===== src/rtl/clipped_keyed_blitter_defines.svh =====
// -----------------------------------------------------------------------------
// Clipped keyed blitter assertion macros
// Concurrent assertion helpers used by the blitter RTL.
// -----------------------------------------------------------------------------
`ifndef CLIPPED_KEYED_BLITTER_DEFINES_SVH
`define CLIPPED_KEYED_BLITTER_DEFINES_SVH

`ifndef ASSERT_OFF
// Check a property on every rising edge outside reset.
`define CKB_ASSERT(lbl, clk, rst_n, prop, msg) \
	lbl: assert property (@(posedge clk) disable iff (!rst_n) (prop)) else $error(msg);
// Check that a condition in one cycle leads to another in the next.
`define CKB_ASSERT_NEXT(lbl, clk, rst_n, ante, cons, msg) \
	lbl: assert property (@(posedge clk) disable iff (!rst_n) (ante) |=> (cons)) else $error(msg);
`else
`define CKB_ASSERT(lbl, clk, rst_n, prop, msg)
`define CKB_ASSERT_NEXT(lbl, clk, rst_n, ante, cons, msg)
`endif

`endif


===== src/rtl/ckb_pkg.sv =====
// -----------------------------------------------------------------------------
// Clipped keyed blitter package
// Field widths, operation and mode codes, register indexes and reset values.
// -----------------------------------------------------------------------------
package ckb_pkg;

	localparam int POS_W    = 16;
	localparam int SIZE_W   = 12;
	localparam int COLOR_W  = 8;
	localparam int CLIP_X_W = 10;
	localparam int CLIP_Y_W = 9;
	localparam int STRIDE_W = 13;
	localparam int ADDR_W   = 32;
	localparam int CFG_IDX_W = 3;
	localparam int CFG_DATA_W = 32;

	typedef enum logic {
		OP_BEGIN = 1'b0,
		OP_PIXEL = 1'b1
	} op_t;

	typedef enum logic [1:0] {
		MODE_FILL  = 2'd0,
		MODE_COPY  = 2'd1,
		MODE_KEY   = 2'd2,
		MODE_GLYPH = 2'd3
	} mode_t;

	typedef enum logic [CFG_IDX_W-1:0] {
		REG_CLIP_LEFT   = 3'd0,
		REG_CLIP_TOP    = 3'd1,
		REG_CLIP_RIGHT  = 3'd2,
		REG_CLIP_BOTTOM = 3'd3,
		REG_LINE_STRIDE = 3'd4,
		REG_FRAME_BASE  = 3'd5
	} cfg_reg_t;

	localparam logic [CLIP_X_W-1:0] CLIP_LEFT_RST   = 10'd0;
	localparam logic [CLIP_Y_W-1:0] CLIP_TOP_RST    = 9'd0;
	localparam logic [CLIP_X_W-1:0] CLIP_RIGHT_RST  = 10'd640;
	localparam logic [CLIP_Y_W-1:0] CLIP_BOTTOM_RST = 9'd480;
	localparam logic [STRIDE_W-1:0] LINE_STRIDE_RST = 13'd640;
	localparam logic [ADDR_W-1:0]   FRAME_BASE_RST  = 32'd0;

endpackage


===== src/rtl/clipped_keyed_blitter.sv =====
// A pixel item passes through the input register and then the result register
// before it drives the outputs.
// Throughput: one item per cycle; the input register frees whenever the result
// register is empty or taken, so stall on the output side is the only limit.
// Begin items and pixels with no open rectangle give no result.
// Reset (arst_n low) clears both stages, closes any rectangle, restores the clip.
// -----------------------------------------------------------------------------
// Clipped keyed blitter
// Walks a rectangle in raster order and emits one clipped, keyed frame buffer
// write per pixel item of an open rectangle.
// -----------------------------------------------------------------------------
`include "clipped_keyed_blitter_defines.svh"

module clipped_keyed_blitter
	import ckb_pkg::*;
#(
	parameter int SCREEN_W = 640,
	parameter int SCREEN_H = 480,
	parameter int DIM_BITS = 12
) (
	input  logic                    clk,
	input  logic                    arst_n,
	// configuration
	input  logic                    cfg_we,
	input  logic [CFG_IDX_W-1:0]    cfg_index,
	input  logic [CFG_DATA_W-1:0]   cfg_data,
	// input channel
	input  logic                    in_valid,
	output logic                    in_stall,
	input  logic                    op,
	input  logic signed [POS_W-1:0] pos_x,
	input  logic signed [POS_W-1:0] pos_y,
	input  logic [SIZE_W-1:0]       rect_w,
	input  logic [SIZE_W-1:0]       rect_h,
	input  logic [1:0]              mode,
	input  logic [COLOR_W-1:0]      color,
	input  logic [COLOR_W-1:0]      pixel,
	// output channel
	output logic                    out_valid,
	input  logic                    out_stall,
	output logic                    write_en,
	output logic [ADDR_W-1:0]       write_addr,
	output logic [COLOR_W-1:0]      write_data,
	output logic                    rect_done
);

	// signed width that holds origin plus cursor without overflow
	localparam int XW = (DIM_BITS + 2 > POS_W + 1) ? DIM_BITS + 2 : POS_W + 1;

	// configuration registers
	logic [CLIP_X_W-1:0] clip_left_q, clip_right_q;
	logic [CLIP_Y_W-1:0] clip_top_q, clip_bottom_q;
	logic [STRIDE_W-1:0] line_stride_q;
	logic [ADDR_W-1:0]   frame_base_q;

	// rectangle state
	logic signed [POS_W-1:0] origin_x_q, origin_y_q;
	logic [DIM_BITS-1:0]     box_w_q, box_h_q, cursor_x_q, cursor_y_q;
	mode_t                   draw_mode_q;
	logic [COLOR_W-1:0]      draw_color_q;
	logic                    busy_q;

	// input stage
	logic                    valid_s1;
	op_t                     op_s1;
	logic signed [POS_W-1:0] pos_x_s1, pos_y_s1;
	logic [SIZE_W-1:0]       rect_w_s1, rect_h_s1;
	mode_t                   mode_s1;
	logic [COLOR_W-1:0]      color_s1, pixel_s1;

	// result stage
	logic                    valid_s2;
	logic                    wen_s2;
	logic [ADDR_W-1:0]       addr_s2;
	logic [COLOR_W-1:0]      data_s2;
	logic                    done_s2;

	logic adv_s1, load_s1, res_c;

	assign adv_s1   = valid_s1 && (!valid_s2 || !out_stall);
	assign in_stall = valid_s1 && !adv_s1;
	assign load_s1  = in_valid && !in_stall;
	assign res_c    = adv_s1 && (op_s1 == OP_PIXEL) && busy_q;

	// ---------------------------------------------------------------- datapath
	logic signed [XW-1:0] x_c, y_c;
	logic signed [XW-1:0] left_c, top_c, right_c, bottom_c;
	logic                 inside_c, en_c, done_c, row_end_c;
	logic [COLOR_W-1:0]   data_c;
	logic [ADDR_W-1:0]    addr_c;
	logic [CLIP_Y_W+STRIDE_W-1:0] row_off_c;
	logic [DIM_BITS:0]    cx_inc_c, cy_inc_c;
	logic [SIZE_W+DIM_BITS-1:0]   box_w_ext_c, box_h_ext_c;

	always_comb begin
		x_c = XW'(origin_x_q) + XW'($signed({1'b0, cursor_x_q}));
		y_c = XW'(origin_y_q) + XW'($signed({1'b0, cursor_y_q}));

		left_c = $signed(XW'(clip_left_q));
		top_c  = $signed(XW'(clip_top_q));
		// the window never reaches past the screen
		if (int'(clip_right_q) > SCREEN_W) begin
			right_c = $signed(XW'(SCREEN_W));
		end else begin
			right_c = $signed(XW'(clip_right_q));
		end
		if (int'(clip_bottom_q) > SCREEN_H) begin
			bottom_c = $signed(XW'(SCREEN_H));
		end else begin
			bottom_c = $signed(XW'(clip_bottom_q));
		end
		inside_c = (x_c >= left_c) && (x_c < right_c) && (y_c >= top_c) && (y_c < bottom_c);

		case (draw_mode_q)
			MODE_FILL: begin
				en_c   = 1'b1;
				data_c = draw_color_q;
			end
			MODE_COPY: begin
				en_c   = 1'b1;
				data_c = pixel_s1;
			end
			MODE_KEY: begin
				en_c   = (pixel_s1 != draw_color_q);
				data_c = pixel_s1;
			end
			default: begin
				en_c   = pixel_s1[0];
				data_c = draw_color_q;
			end
		endcase
		en_c = en_c && inside_c;

		// inside the window x and y fit the clip register widths
		row_off_c = y_c[CLIP_Y_W-1:0] * line_stride_q;
		addr_c = frame_base_q + ADDR_W'(row_off_c) + ADDR_W'(x_c[CLIP_X_W-1:0]);
		if (!en_c) begin
			addr_c = '0;
			data_c = '0;
		end

		cx_inc_c  = {1'b0, cursor_x_q} + (DIM_BITS+1)'(1);
		cy_inc_c  = {1'b0, cursor_y_q} + (DIM_BITS+1)'(1);
		row_end_c = cx_inc_c >= {1'b0, box_w_q};
		done_c    = row_end_c && (cy_inc_c >= {1'b0, box_h_q});

		box_w_ext_c = {DIM_BITS'(0), rect_w_s1};
		box_h_ext_c = {DIM_BITS'(0), rect_h_s1};
	end

	// ---------------------------------------------------------------- config
	always_ff @(posedge clk or negedge arst_n) begin
		if (!arst_n) begin
			clip_left_q   <= CLIP_LEFT_RST;
			clip_top_q    <= CLIP_TOP_RST;
			clip_right_q  <= CLIP_RIGHT_RST;
			clip_bottom_q <= CLIP_BOTTOM_RST;
			line_stride_q <= LINE_STRIDE_RST;
			frame_base_q  <= FRAME_BASE_RST;
		end else if (cfg_we) begin
			case (cfg_reg_t'(cfg_index))
				REG_CLIP_LEFT:   clip_left_q   <= cfg_data[CLIP_X_W-1:0];
				REG_CLIP_TOP:    clip_top_q    <= cfg_data[CLIP_Y_W-1:0];
				REG_CLIP_RIGHT:  clip_right_q  <= cfg_data[CLIP_X_W-1:0];
				REG_CLIP_BOTTOM: clip_bottom_q <= cfg_data[CLIP_Y_W-1:0];
				REG_LINE_STRIDE: line_stride_q <= cfg_data[STRIDE_W-1:0];
				REG_FRAME_BASE:  frame_base_q  <= cfg_data[ADDR_W-1:0];
				default: ;
			endcase
		end
	end

	// ---------------------------------------------------------------- state
	always_ff @(posedge clk or negedge arst_n) begin
		if (!arst_n) begin
			origin_x_q   <= '0;
			origin_y_q   <= '0;
			box_w_q      <= '0;
			box_h_q      <= '0;
			cursor_x_q   <= '0;
			cursor_y_q   <= '0;
			draw_mode_q  <= MODE_FILL;
			draw_color_q <= '0;
			busy_q       <= 1'b0;
		end else if (adv_s1) begin
			if (op_s1 == OP_BEGIN) begin
				// open a new rectangle, abandoning any open one
				origin_x_q   <= pos_x_s1;
				origin_y_q   <= pos_y_s1;
				box_w_q      <= box_w_ext_c[DIM_BITS-1:0];
				box_h_q      <= box_h_ext_c[DIM_BITS-1:0];
				draw_mode_q  <= mode_s1;
				draw_color_q <= color_s1;
				cursor_x_q   <= '0;
				cursor_y_q   <= '0;
				busy_q       <= (box_w_ext_c[DIM_BITS-1:0] != '0) &&
				                (box_h_ext_c[DIM_BITS-1:0] != '0);
			end else if (busy_q) begin
				if (done_c) begin
					busy_q     <= 1'b0;
					cursor_x_q <= '0;
					cursor_y_q <= '0;
				end else if (row_end_c) begin
					cursor_x_q <= '0;
					cursor_y_q <= cy_inc_c[DIM_BITS-1:0];
				end else begin
					cursor_x_q <= cx_inc_c[DIM_BITS-1:0];
				end
			end
		end
	end

	// ---------------------------------------------------------------- stages
	always_ff @(posedge clk or negedge arst_n) begin
		if (!arst_n) begin
			valid_s1 <= 1'b0;
			valid_s2 <= 1'b0;
		end else begin
			if (load_s1) begin
				valid_s1 <= 1'b1;
			end else if (adv_s1) begin
				valid_s1 <= 1'b0;
			end
			// hold a stalled result, else take whatever the input stage produces
			if (!valid_s2 || !out_stall) begin
				valid_s2 <= res_c;
			end
		end
	end

	always_ff @(posedge clk) begin
		if (load_s1) begin
			op_s1     <= op_t'(op);
			pos_x_s1  <= pos_x;
			pos_y_s1  <= pos_y;
			rect_w_s1 <= rect_w;
			rect_h_s1 <= rect_h;
			mode_s1   <= mode_t'(mode);
			color_s1  <= color;
			pixel_s1  <= pixel;
		end
		if (res_c) begin
			wen_s2  <= en_c;
			addr_s2 <= addr_c;
			data_s2 <= data_c;
			done_s2 <= done_c;
		end
	end

	assign out_valid  = valid_s2;
	assign write_en   = wen_s2;
	assign write_addr = addr_s2;
	assign write_data = data_s2;
	assign rect_done  = done_s2;

	// ---------------------------------------------------------------- checks
	`CKB_ASSERT(a_cursor_in_box, clk, arst_n, !busy_q || ((cursor_x_q < box_w_q) && (cursor_y_q < box_h_q)), "cursor left the open rectangle")
	`CKB_ASSERT(a_idle_cursor_zero, clk, arst_n, busy_q || ((cursor_x_q == '0) && (cursor_y_q == '0)), "cursor not parked while no rectangle is open")
	`CKB_ASSERT(a_skip_zero, clk, arst_n, !(valid_s2 && !wen_s2) || ((addr_s2 == '0) && (data_s2 == '0)), "skipped pixel carries address or data")
	`CKB_ASSERT_NEXT(a_done_closes, clk, arst_n, res_c && done_c, !busy_q && valid_s2 && done_s2, "last pixel did not close the rectangle")

endmodule


===== config.mk =====
export PLATFORM = sky130hd
export DESIGN_NAME = clipped_keyed_blitter
export DESIGN_NICKNAME = d
export VERILOG_FILES = /design/src/rtl/ckb_pkg.sv /design/src/rtl/clipped_keyed_blitter.sv
export VERILOG_INCLUDE_DIRS = /design/src /design/src/rtl
export SDC_FILE = /design/constraint.sdc
export NUM_CORES = 1
export LEC_CHECK = 0
export ABC_AREA = 1
export BUFFER_PORTS_ARGS = -buffer_cell sky130_fd_sc_hd__buf_2
export CORE_ASPECT_RATIO = 1.1
export CORE_UTILIZATION = 36
export DETAILED_ROUTE_END_ITERATION = 6
export PLACE_DENSITY = 0.59
export SKIP_LAST_GASP = 1
export SYNTH_ARGS = -nofsm -noshare
export SYNTH_HDL_FRONTEND = slang
export SYNTH_SLANG_ARGS = --single-unit

===== constraint.sdc =====
create_clock -name clk -period 8.15 [get_ports clk]
set_input_delay 0.815 -clock clk [delete_from_list [all_inputs] [get_ports clk]]
set_output_delay 0.815 -clock clk [all_outputs]
set_load 0.05 [all_outputs]

==> summary.txt, run 1 <==
CTS
  – CTS tree: built
  – Post-cts sizing count: 0
  – Clock transition at the registers of the reported paths: 60 ps
  – Setup Fix Bufs, Post-CTS: 0
  – Clk buf depth: 3
  – Number of buffers inserted by hold repair at cts: 0
  – Clock buffer count from CTS: 37
  – Root buffer cell: sky130_fd_sc_hd__clkbuf_16
  – CTS sink count: 293
  – Max H-tree Level: 2
  – Insertion delay of the later-clocked pin in the worst-skew pair: 550 ps

STA
  – Worst Hold Slack: 331.8 ps
  – Crit path setup slack, layout: 931.8 ps
  – Setup skew after layout: 19.53 ps
  – Unrepaired setup endpoints after global routing: no
  – Final min period: 7218 ps
  – Maximum clock frequency: 0.1385 GHz
  – Relative slew margins: 21.80%
  – Total Neg Setup Slack: 0 ps
  – Final Slew Violations: 0
  – Final count of hold timing violations: 0
  – Fin crit share: 88.57%
  – Worst-Margin Slew: 1172 ps
  – Setup violation total in the final timing report: 0

Global route
  – Total global-route track usage: 18.78%
  – GRT Residual Overflow: 0
  – Wire length of the first global-routing pass: roughly 81 mm
  – Pin count of the biggest net entering global routing: about 100
  – Via count of the first global-routing pass: 15330
  – Antenna violations before repair: 0

Critical path
  – Kind of end point of the critical path: register
  – Data arrival time at the worst-slack endpoint: 7620 ps
  – Most used cell, CP: sky130_fd_sc_hd__inv_1
  – Largest fanout of any net on the critical path: 10
  – Slowest cell on crit path: sky130_fd_sc_hd__fa_1
  – Maximum cell stage delay along the critical path: 560 ps
  – Required time reported for the critical path endpoint: 8550 ps
  – R2r worst-path depth: 30
  – Crit path kind: register to register
  – Type of origin of the critical path: register

Placed design
  – Placed cell areas: 20930 um2
  – Setup Slack @ Placement: 875.3 ps
  – Half-perimeter wire length of the detailed placement result: approximately 39 mm
  – Final weighted congestion in routability-driven placement: 0.9052
  – Count of port buffers added during placement: between 150 and 200

Die
  – Count of boundary I/O pins: 159
  – Overall die area: around 55000 um2
  – Starting Density: 36.68%
  – Number of placement rows: 88
  – Horizontal die dimension: 223.0 um
  – Placeable core region: 52740 um2
  – Height of the die: 245.1 um

Run status
  – Run status: complete, no violations

Logic synthesis
  – Most common flop cell mapped by yosys: sky130_fd_sc_hd__dfrtp_1
  – Synthesized cell area: about 19000 um2
  – Number of library cell types mapped by synthesis: 49
  – Register area share after synthesis: 40.98%
  – Total number of yosys warnings: 0
  – Number of instances in the synthesized netlist: 2197
  – Register bit count reported by yosys: 293
  – Post-synthesis async set-or-reset flop share: around three fifths
  – Number of enable-type register cells in the synthesized netlist: 117
  – Synthesized netlist net count: 2573
  – Post-Syn Area per Cell: 8.806 um2

Route
  – Residual antenna-violating net count after detailed routing: 0
  – Drt drc: 0
  – Total Wirelength: between 50 and 60 mm
  – Average routed wire per standard cell: ~16 um
  – Number of iterations in the first detailed-routing pass: 5
  – DRT iter0 DRCs: 1003
  – Via-to-Cell Ratio: 4.855
  – Via count: 14900

Flow run
  – Count of max-cap constraint violations: 0

Final layout
  – Antenna fix cells: 0
  – Nets: 2741
  – Share of cells above drive strength 1: 11.61%
  – Final instance area: 22260 um2
  – Area growth syn-to-layout: 15.06%

Min path
  – Path type of the worst min-delay path: primary input to async pin
final timing paths:
check | startpoint | endpoint | slack, ps
max | cursor_y_q[0] | write_addr[23] | 930
min | arst_n | clip_left_q[5] | 330
max reg2reg | cursor_y_q[0] | write_addr[23] | 930
min reg2reg | color_s1[2] | draw_color_q[2] | 430
max in group asynchronous | arst_n | frame_base_q[2] | 6560
min in group clk | color_s1[2] | draw_color_q[2] | 430
kinds of logic (layout without fill, tap and decap cells):
family,count (synthesis),after routing,share of synthesized area [%]
AND/OR/NAND/NOR,854,854,18.00
buffers and inverters,441,638,8.698
flip-flops,293,293,40.98
AO/OA/AOI/OAI,272,272,7.631
adder cells (fa/ha/maj),261,261,21.11
XOR/XNOR,62,62,2.807
multiplexers,14,14,0.7825
routing by layer:
metal  up-vias  part of all wire, %  global-route usage (%)
met3        79                  3.8                   2.765
met2       304                   51                   33.68
met1      7195                   43                   23.20
li1       7323                    -                       -
met5         -                    0                       0
met4         0                  2.6                   5.659
Yosys cell counts (2+ instances only):
| cell | number | area share [%] |
|---|---|---|
| sky130_fd_sc_hd__a31oi_1 | 2 | 0.065 |
| sky130_fd_sc_hd__a21o_1 | 3 | 0.12 |
| sky130_fd_sc_hd__or2_2 | 7 | 0.23 |
| sky130_fd_sc_hd__buf_4 | 2 | 0.078 |
| sky130_fd_sc_hd__o211ai_1 | 5 | 0.19 |
| sky130_fd_sc_hd__clkbuf_1 | 36 | 0.70 |
| sky130_fd_sc_hd__nor4_1 | 10 | 0.32 |
| sky130_fd_sc_hd__xnor2_1 | 19 | 0.86 |
| sky130_fd_sc_hd__edfxtp_1 | 117 | 18 |
| sky130_fd_sc_hd__nor2_1 | 198 | 3.8 |
| sky130_fd_sc_hd__mux2_2 | 9 | 0.52 |
| sky130_fd_sc_hd__a22oi_1 | 2 | 0.078 |
| sky130_fd_sc_hd__o21ai_0 | 143 | 3.7 |
| sky130_fd_sc_hd__nor2_2 | 2 | 0.065 |
| sky130_fd_sc_hd__clkinv_1 | 3 | 0.058 |
| sky130_fd_sc_hd__nand3b_1 | 6 | 0.23 |
| sky130_fd_sc_hd__a21oi_1 | 82 | 2.1 |
| sky130_fd_sc_hd__o21a_1 | 5 | 0.19 |
| sky130_fd_sc_hd__inv_1 | 393 | 7.6 |
| sky130_fd_sc_hd__a211oi_1 | 3 | 0.12 |
| sky130_fd_sc_hd__buf_6 | 2 | 0.12 |
| sky130_fd_sc_hd__nor3_1 | 17 | 0.44 |
| sky130_fd_sc_hd__mux2i_1 | 5 | 0.26 |
| sky130_fd_sc_hd__dfrtp_1 | 168 | 22 |
| sky130_fd_sc_hd__o21bai_1 | 9 | 0.35 |
| sky130_fd_sc_hd__nand4_1 | 23 | 0.74 |
| sky130_fd_sc_hd__dfstp_2 | 8 | 1.1 |
| sky130_fd_sc_hd__fa_1 | 109 | 11 |
| sky130_fd_sc_hd__nand2_2 | 2 | 0.065 |
| sky130_fd_sc_hd__o21ai_1 | 9 | 0.23 |
| sky130_fd_sc_hd__ha_1 | 152 | 9.8 |
| sky130_fd_sc_hd__nand2_1 | 503 | 9.8 |
| sky130_fd_sc_hd__nand3_1 | 81 | 2.1 |
| sky130_fd_sc_hd__a21boi_0 | 2 | 0.078 |
| sky130_fd_sc_hd__xor2_1 | 43 | 1.9 |
| sky130_fd_sc_hd__buf_2 | 4 | 0.10 |
metrics by stage:
step                      instances  util (%)
final                          3069     42.21
after detailed placement       3001     39.68
after floorplan                2197         -
after global placement         3001     39.68
after global routing           3069     42.21
after CTS                      3069     42.21
cell type report:
| type | count | area [um2] |
|---|---|---|
| clock inverters | 25 | 321.6 |
| fillers | 5167 | 30480 |
| repair buffers | 174 | 917.1 |
| well taps | 675 | 844.6 |
| multi-input cells | 1463 | 9752 |
| clock buffers | 43 | 1011 |
| inverters | 396 | 1486 |
| flip-flops and latches | 293 | 7928 |
layout by cell type (no fill, tap or decap), drive strengths merged, types with 7 or more instances in the layout:
master / instances
xor2: 43
nand3: 82
nor2: 200
nor3: 18
nor4: 10
o21bai: 9
nand4: 23
edfxtp: 117
inv: 399
buf: 174
xnor2: 19
dfrtp: 168
o21ai: 153
mux2: 9
fa: 109
clkinv: 10
nand2: 505
dfstp: 8
clkbuf: 43
ha: 152
a21oi: 82
or2: 7
registers in the layout (all words and copies together) (netlist names), 10 cells and up:
signal and count:
frame_base_q 32, origin_y_q 16, rect_h_s1 12, origin_x_q 16, box_w_q 12, rect_w_s1 12
cursor_x_q 12, clip_right_q 10, box_h_q 12, clip_left_q 10, line_stride_q 13, write_addr 32
pos_y_s1 16, pos_x_s1 16, cursor_y_q 12
critical path, delay by kind of cell, from the launching register on:
kind,cells,cell delay (ps)
AO/OA/AOI/OAI,8,1620
XOR/XNOR,2,290
adder cells (fa/ha/maj),8,3640
buffers and inverters,9,770
flip-flops,1,450
AND/OR/NAND/NOR,3,310
Power of run 1 is left out: the tool's default activity adds up to more than one toggle a clock period on the data nets, which glitch-free logic cannot reach.
==> run 2, diff against run 1 <==
Settings changed: ABC_AREA 1 to default.
==> run 2 against run 1 <==
Against the previous run:
- cell area fell by 2.4%
- worst setup slack got worse by 470 ps
- clock-buffer cell count is 8 higher
- critical path depth unchanged
- sequential share of layout area is 0.89 points higher
- wire length shrank 9.4%
- synthesized area is 1.8% lower
- register-to-register slack lost 470 ps
- clock skew increased by 9.6 ps
- synthesized cell count decreased by 20%
- utilization decreased by 0.20 points
- critical endpoint is now write_addr[29]
- largest cell class unchanged
==> summary.txt, run 2 <==
Route
  – Via count: 13070
  – Residual antenna-violating net count after detailed routing: 0
  – DRT iter0 DRCs: 693
  – Total Wirelength: 45.35 mm
  – Number of iterations in the first detailed-routing pass: 5
  – Via-to-Cell Ratio: 5.010
  – Drt drc: 0
  – Average routed wire per standard cell: around 17 um

Critical path
  – RR Startpoint: cursor_y_q[0]
  – Slowest cell on crit path: sky130_fd_sc_hd__fa_1
  – Type of origin of the critical path: register
  – Kind of end point of the critical path: register
  – Largest fanout of any net on the critical path: 15
  – Crit path kind: register to register
  – Data arrival time at the worst-slack endpoint: between 7000 and 8000 ps
  – Maximum cell stage delay along the critical path: 540 ps
  – Most used cell, CP: sky130_fd_sc_hd__fa_1
  – Source of the critical timing path: cursor_y_q[0]
  – Required time reported for the critical path endpoint: 8400 ps

STA
  – Fin crit share: a little over nine tenths
  – Setup violation total in the final timing report: 0
  – Setup skew after layout: just under 30 ps
  – Total Neg Setup Slack: 0 ps
  – Worst-Margin Slew: 1136 ps
  – Relative slew margins: a little under a quarter
  – Unrepaired setup endpoints after global routing: no
  – Final count of hold timing violations: 0
  – Maximum clock frequency: ~0.13 GHz
  – Final min period: 7691 ps
  – Final Slew Violations: 0

Logic synthesis
  – Number of instances in the synthesized netlist: 1764
  – Leading cell types by count after synthesis: sky130_fd_sc_hd__inv_1 (232), sky130_fd_sc_hd__nand2_1 (178), sky130_fd_sc_hd__dfrtp_1 (168)
  – Synthesized netlist net count: about 2100
  – Synthesized cell area: 19000 um2
  – Total number of yosys warnings: 0
  – Biggest area contributors in the synthesized netlist: sky130_fd_sc_hd__dfrtp_1 (22%), sky130_fd_sc_hd__edfxtp_1 (18%), sky130_fd_sc_hd__fa_1 (11%)
  – Number of library cell types mapped by synthesis: 68
  – Most area-hungry cell type in the Yosys netlist: sky130_fd_sc_hd__dfrtp_1
  – Register bit count reported by yosys: between 200 and 300
  – Number of enable-type register cells in the synthesized netlist: around 120
  – Register area share after synthesis: 41.73%
  – Most common flop cell mapped by yosys: sky130_fd_sc_hd__dfrtp_1
  – Area share of the largest cell type after synthesis: 22.13%
  – Most frequent cell after synthesis: sky130_fd_sc_hd__inv_1
  – Post-Syn Area per Cell: 10.77 um2
  – Post-synthesis async set-or-reset flop share: between 60 and 70%

CTS
  – Post-cts sizing count: 0
  – Clock transition at the registers of the reported paths: about 60 ps
  – Number of buffers inserted by hold repair at cts: 0
  – CTS sink count: slightly below 300
  – Insertion delay of the later-clocked pin in the worst-skew pair: about 550 ps
  – Max H-tree Level: 2
  – Clock buffer count from CTS: 36
  – CTS tree: built
  – Clk buf depth: 3
  – Root buffer cell: sky130_fd_sc_hd__clkbuf_16
  – Setup Fix Bufs, Post-CTS: 0

Flow run
  – Count of max-cap constraint violations: 0

Global route
  – GRT Residual Overflow: 0
  – Pin count of the biggest net entering global routing: 76
  – Wire length of the first global-routing pass: 73.71 mm
  – Via count of the first global-routing pass: 13660
  – Total global-route track usage: 17.23%
  – Antenna violations before repair: 0

Final layout
  – Total area of multi-input combinational cells: approximately 10000 um2
  – Nets: 2290
  – End-of-flow core utilization: roughly 42%
  – Sequential cell area: approximately 7900 um2
  – Share of cells above drive strength 1: between 10% and 20%
  – Antenna fix cells: 0
  – Leading cell type in the layout, fill and taps excluded: sky130_fd_sc_hd__inv_1
  – Fillcell total: 4847
  – Area growth syn-to-layout: 14.31%
  – Most frequent cells in the layout: sky130_fd_sc_hd__inv_1 (232), sky130_fd_sc_hd__nand2_1 (178), sky130_fd_sc_hd__dfrtp_1 (168)

Die
  – Horizontal die dimension: between 200 and 250 um
  – Placeable core region: 51710 um2
  – Starting Density: 36.75%
  – Number of placement rows: between 80 and 90
  – Count of boundary I/O pins: about 160
  – Height of the die: ~240 um
  – Overall die area: between 50000 and 60000 um2

Min path
  – Path type of the worst min-delay path: primary input to async pin

Placed design
  – Count of port buffers added during placement: ~160
  – Half-perimeter wire length of the detailed placement result: 34.69 mm
  – Final weighted congestion in routability-driven placement: 0.8638

Run status
  – Run status: complete, no violations
-- run 2: changes by cell type in the layout (fill, tap and decap cells not counted), sizes merged, moves of 33 or more --
cell,before,now
nand2,505,178
mux2,9,104
nand3,82,33
and2,1,67
nor2,200,50
a21o,3,36
inv,399,236
a21oi,82,42
o21ai,153,102
-- run 2: worst max-delay path: cells and delay by family, from the launching register on --
family          cells  cell delay, ps
xor+xnor            1             120
fa+ha+maj           8            3550
buf+inv             6             470
compound gates     11            2190
flops               1             460
simple gates        4             600
-- run 2: worst paths after layout --
check	endpoint	slack, ps	cells past startpoint
setup / recovery	write_addr[29]	460	30
setup reg to reg	write_addr[29]	460	30
max in group asynchronous	box_w_q[6]	6700	2
hold / removal	line_stride_q[11]	140	1
min in group clk	pos_x_s1[9]	450	1
hold reg to reg	origin_x_q[8]	460	1
-- run 2: metal layers --
layer	GRT usage [%]	share of wire, %	wire [um]
met1	21.55	43	19660
met2	30.26	50	22790
met3	2.506	3.1	1418
met4	6.047	3.3	1490
met5	0	0	0
-- run 2: final cells by class --
class,count,area share [%]
timing repair buffer,176,4.292
sequential,293,36.50
clock buffer,51,4.505
inverter,232,4.010
clock inverter,15,0.6625
tap,667,3.843
multi-input combinational,1175,46.19
-- run 2: stage by stage --
step,area [um2],std cells,setup slack [ps],hold WS (ps)
finish,21720,2609,458.9,142.5
floorplan,19000,1764,693.1,426.0
global placement,20580,2543,513.0,440.3
CTS,21700,2609,315.9,126.0
detailed placement,20580,2543,321.5,457.2
global route,21720,2609,83.03,144.7
-- run 2: cells by family after synthesis --
logic type / count (synthesis) / share of synthesized area [%]
multiplexers: 113 / 6.638
flip-flops: 293 / 41.73
XOR/XNOR: 58 / 2.674
buffers and inverters: 296 / 5.914
AO/OA/AOI/OAI: 279 / 9.424
adder cells (fa/ha/maj): 261 / 21.49
AND/OR/NAND/NOR: 464 / 12.13
Power of run 2 is left out for the same reason.
==> run 3, diff against run 2 <==
Settings changed: PLACE_DENSITY 0.59 to default.
==> run 3 against run 2 <==
Against the previous run:
- flip-flop and latch count is the same
- wire length grew 0.28%
- utilization grew 0.056 points
- largest cell class unchanged
- worst setup slack gained 37 ps
- critical path depth is the same
- sequential share of layout area is essentially flat
- highest routed layer unchanged
- cell area grew 0.13%
- non-clock buffer count grew 1
- clock skew shrank 9.5 ps
- clock-buffer cell count shrank 3
- die area is the same
- maximum frequency grew 0.49%
==> summary.txt, run 3 (synthesis results as in run 2) <==
STA
  – Setup skew after layout: 19.57 ps
  – Relative slew margins: 24.04%
  – Unrepaired setup endpoints after global routing: no
  – Maximum clock frequency: 0.1307 GHz
  – Final Slew Violations: 0
  – Total Neg Setup Slack: 0 ps
  – Final min period: 7654 ps
  – Fin crit share: between 90% and 100%
  – Setup violation total in the final timing report: 0
  – Final count of hold timing violations: 0
  – Crit path setup slack, layout: 496.1 ps
  – Worst-Margin Slew: between 1000 and 1500 ps

Route
  – DRT iter0 DRCs: roughly 690
  – Via-to-Cell Ratio: 5.046
  – WL met1: 20.00 mm
  – Met2 wire length: approximately 23 mm
  – Number of iterations in the first detailed-routing pass: 5
  – Uppermost routed layer: met4
  – Drt drc: 0
  – Wire length on met3: 1.366 mm
  – Via count: 13160
  – Residual antenna-violating net count after detailed routing: 0
  – Average routed wire per standard cell: 17.44 um
  – Total Wirelength: 45.48 mm

Die
  – Height of the die: 242.9 um
  – Count of boundary I/O pins: 159
  – Number of placement rows: 87
  – Horizontal die dimension: 221.0 um
  – Starting Density: between 30% and 40%
  – Placeable core region: 51710 um2
  – Overall die area: 53700 um2

Critical path
  – Maximum cell stage delay along the critical path: around 530 ps
  – Largest delay share family, worst path: adder cells
  – Slowest cell on crit path: sky130_fd_sc_hd__fa_1
  – Type of origin of the critical path: register
  – Largest fanout of any net on the critical path: 15
  – Required time reported for the critical path endpoint: between 8000 and 9000 ps
  – Most used cell, CP: sky130_fd_sc_hd__fa_1
  – Critical path buffers and inverters: 6
  – Kind of end point of the critical path: register
  – Data arrival time at the worst-slack endpoint: 7920 ps
  – Crit path kind: register to register

Global route
  – Total global-route track usage: 17.28%
  – Wire length of the first global-routing pass: 74.03 mm
  – Via count of the first global-routing pass: roughly 14000
  – Pin count of the biggest net entering global routing: 76
  – GRT Residual Overflow: 0
  – Antenna violations before repair: 1

Final layout
  – Area growth syn-to-layout: 14.46%
  – Share of cells above drive strength 1: a little under a fifth
  – Antenna fix cells: 0
  – Nets: about 2300
  – Leading cell type in the layout, fill and taps excluded: sky130_fd_sc_hd__inv_1
  – Final instance area: around 22000 um2
  – Most frequent cells in the layout: sky130_fd_sc_hd__inv_1 (232), sky130_fd_sc_hd__nand2_1 (178), sky130_fd_sc_hd__dfrtp_1 (167)

Min path
  – Path type of the worst min-delay path: primary input to async pin

CTS
  – Max H-tree Level: 2
  – Clock buffer count from CTS: 35
  – Root buffer cell: sky130_fd_sc_hd__clkbuf_16
  – CTS sink count: about 300
  – Insertion delay of the later-clocked pin in the worst-skew pair: 540 ps
  – Number of buffers inserted by hold repair at cts: 0
  – CTS tree: built
  – Clock transition at the registers of the reported paths: 60 ps
  – Clk buf depth: 3

Flow run
  – Count of max-cap constraint violations: 0

Placed design
  – Half-perimeter wire length of the detailed placement result: roughly 35 mm
  – Count of port buffers added during placement: about 160
  – Placed cell areas: 20580 um2
  – Setup Slack @ Placement: around 300 ps
  – Final weighted congestion in routability-driven placement: 0.8641

Run status
  – Run status: complete, no violations
-- run 3: worst paths after layout --
check,from,to,slack [ps],cells after the start
max reg2reg,cursor_y_q[0],write_addr[31],500,30
min reg2reg,mode_s1[0],draw_mode_q[0],450,2
max,cursor_y_q[0],write_addr[31],500,30
max in group asynchronous,arst_n,cursor_y_q[0],6610,2
min in group clk,pos_x[2],pos_x_s1[2],440,1
min,arst_n,frame_base_q[23],250,1
-- run 3: cell type report --
type | count | area, um2
clock inverters | 16 | 198.9
flip-flops and latches | 293 | 7929
repair buffers | 177 | 939.7
multi-input cells | 1175 | 10040
fillers | 4931 | 29960
inverters | 232 | 870.8
well taps | 667 | 834.6
clock buffers | 48 | 934.6
-- run 3: what timing repair did --
action / CTS / global route
endpoints found under the hold margin: 0 / 0
buffers inserted: 0 / 1
gates resized for setup: 0 / 6
endpoints found under the setup margin: 0 / 9
-- run 3: metal layers --
| layer | GRT usage (%) | up-vias |
|---|---|---|
| li1 | - | 6337 |
| met1 | 21.85 | 6540 |
| met2 | 30.33 | 220 |
| met3 | 2.506 | 62 |
| met4 | 5.512 | 0 |
| met5 | 0 | - |
-- run 3: worst reg2reg max path: cells and delay by family, from the launching register on --
kind	cells	cell delay, ps
adders and majority gates	8	3560
AOI/OAI and AO/OA	11	2190
and+or+nand+nor	4	640
buffers and inverters	6	460
DFF	1	430
xor gates and xnor gates	1	120
-- run 3: metrics by stage --
step                      instances  util [%]  hold WS, ps
after floorplan                1764         -        426.0
after global placement         2543     39.80        438.3
after detailed placement       2543     39.80        443.5
after CTS                      2607     41.99        243.3
after global routing           2608     42.06        270.6
final                          2608     42.06        245.2
Power of run 3 is left out for the same reason.
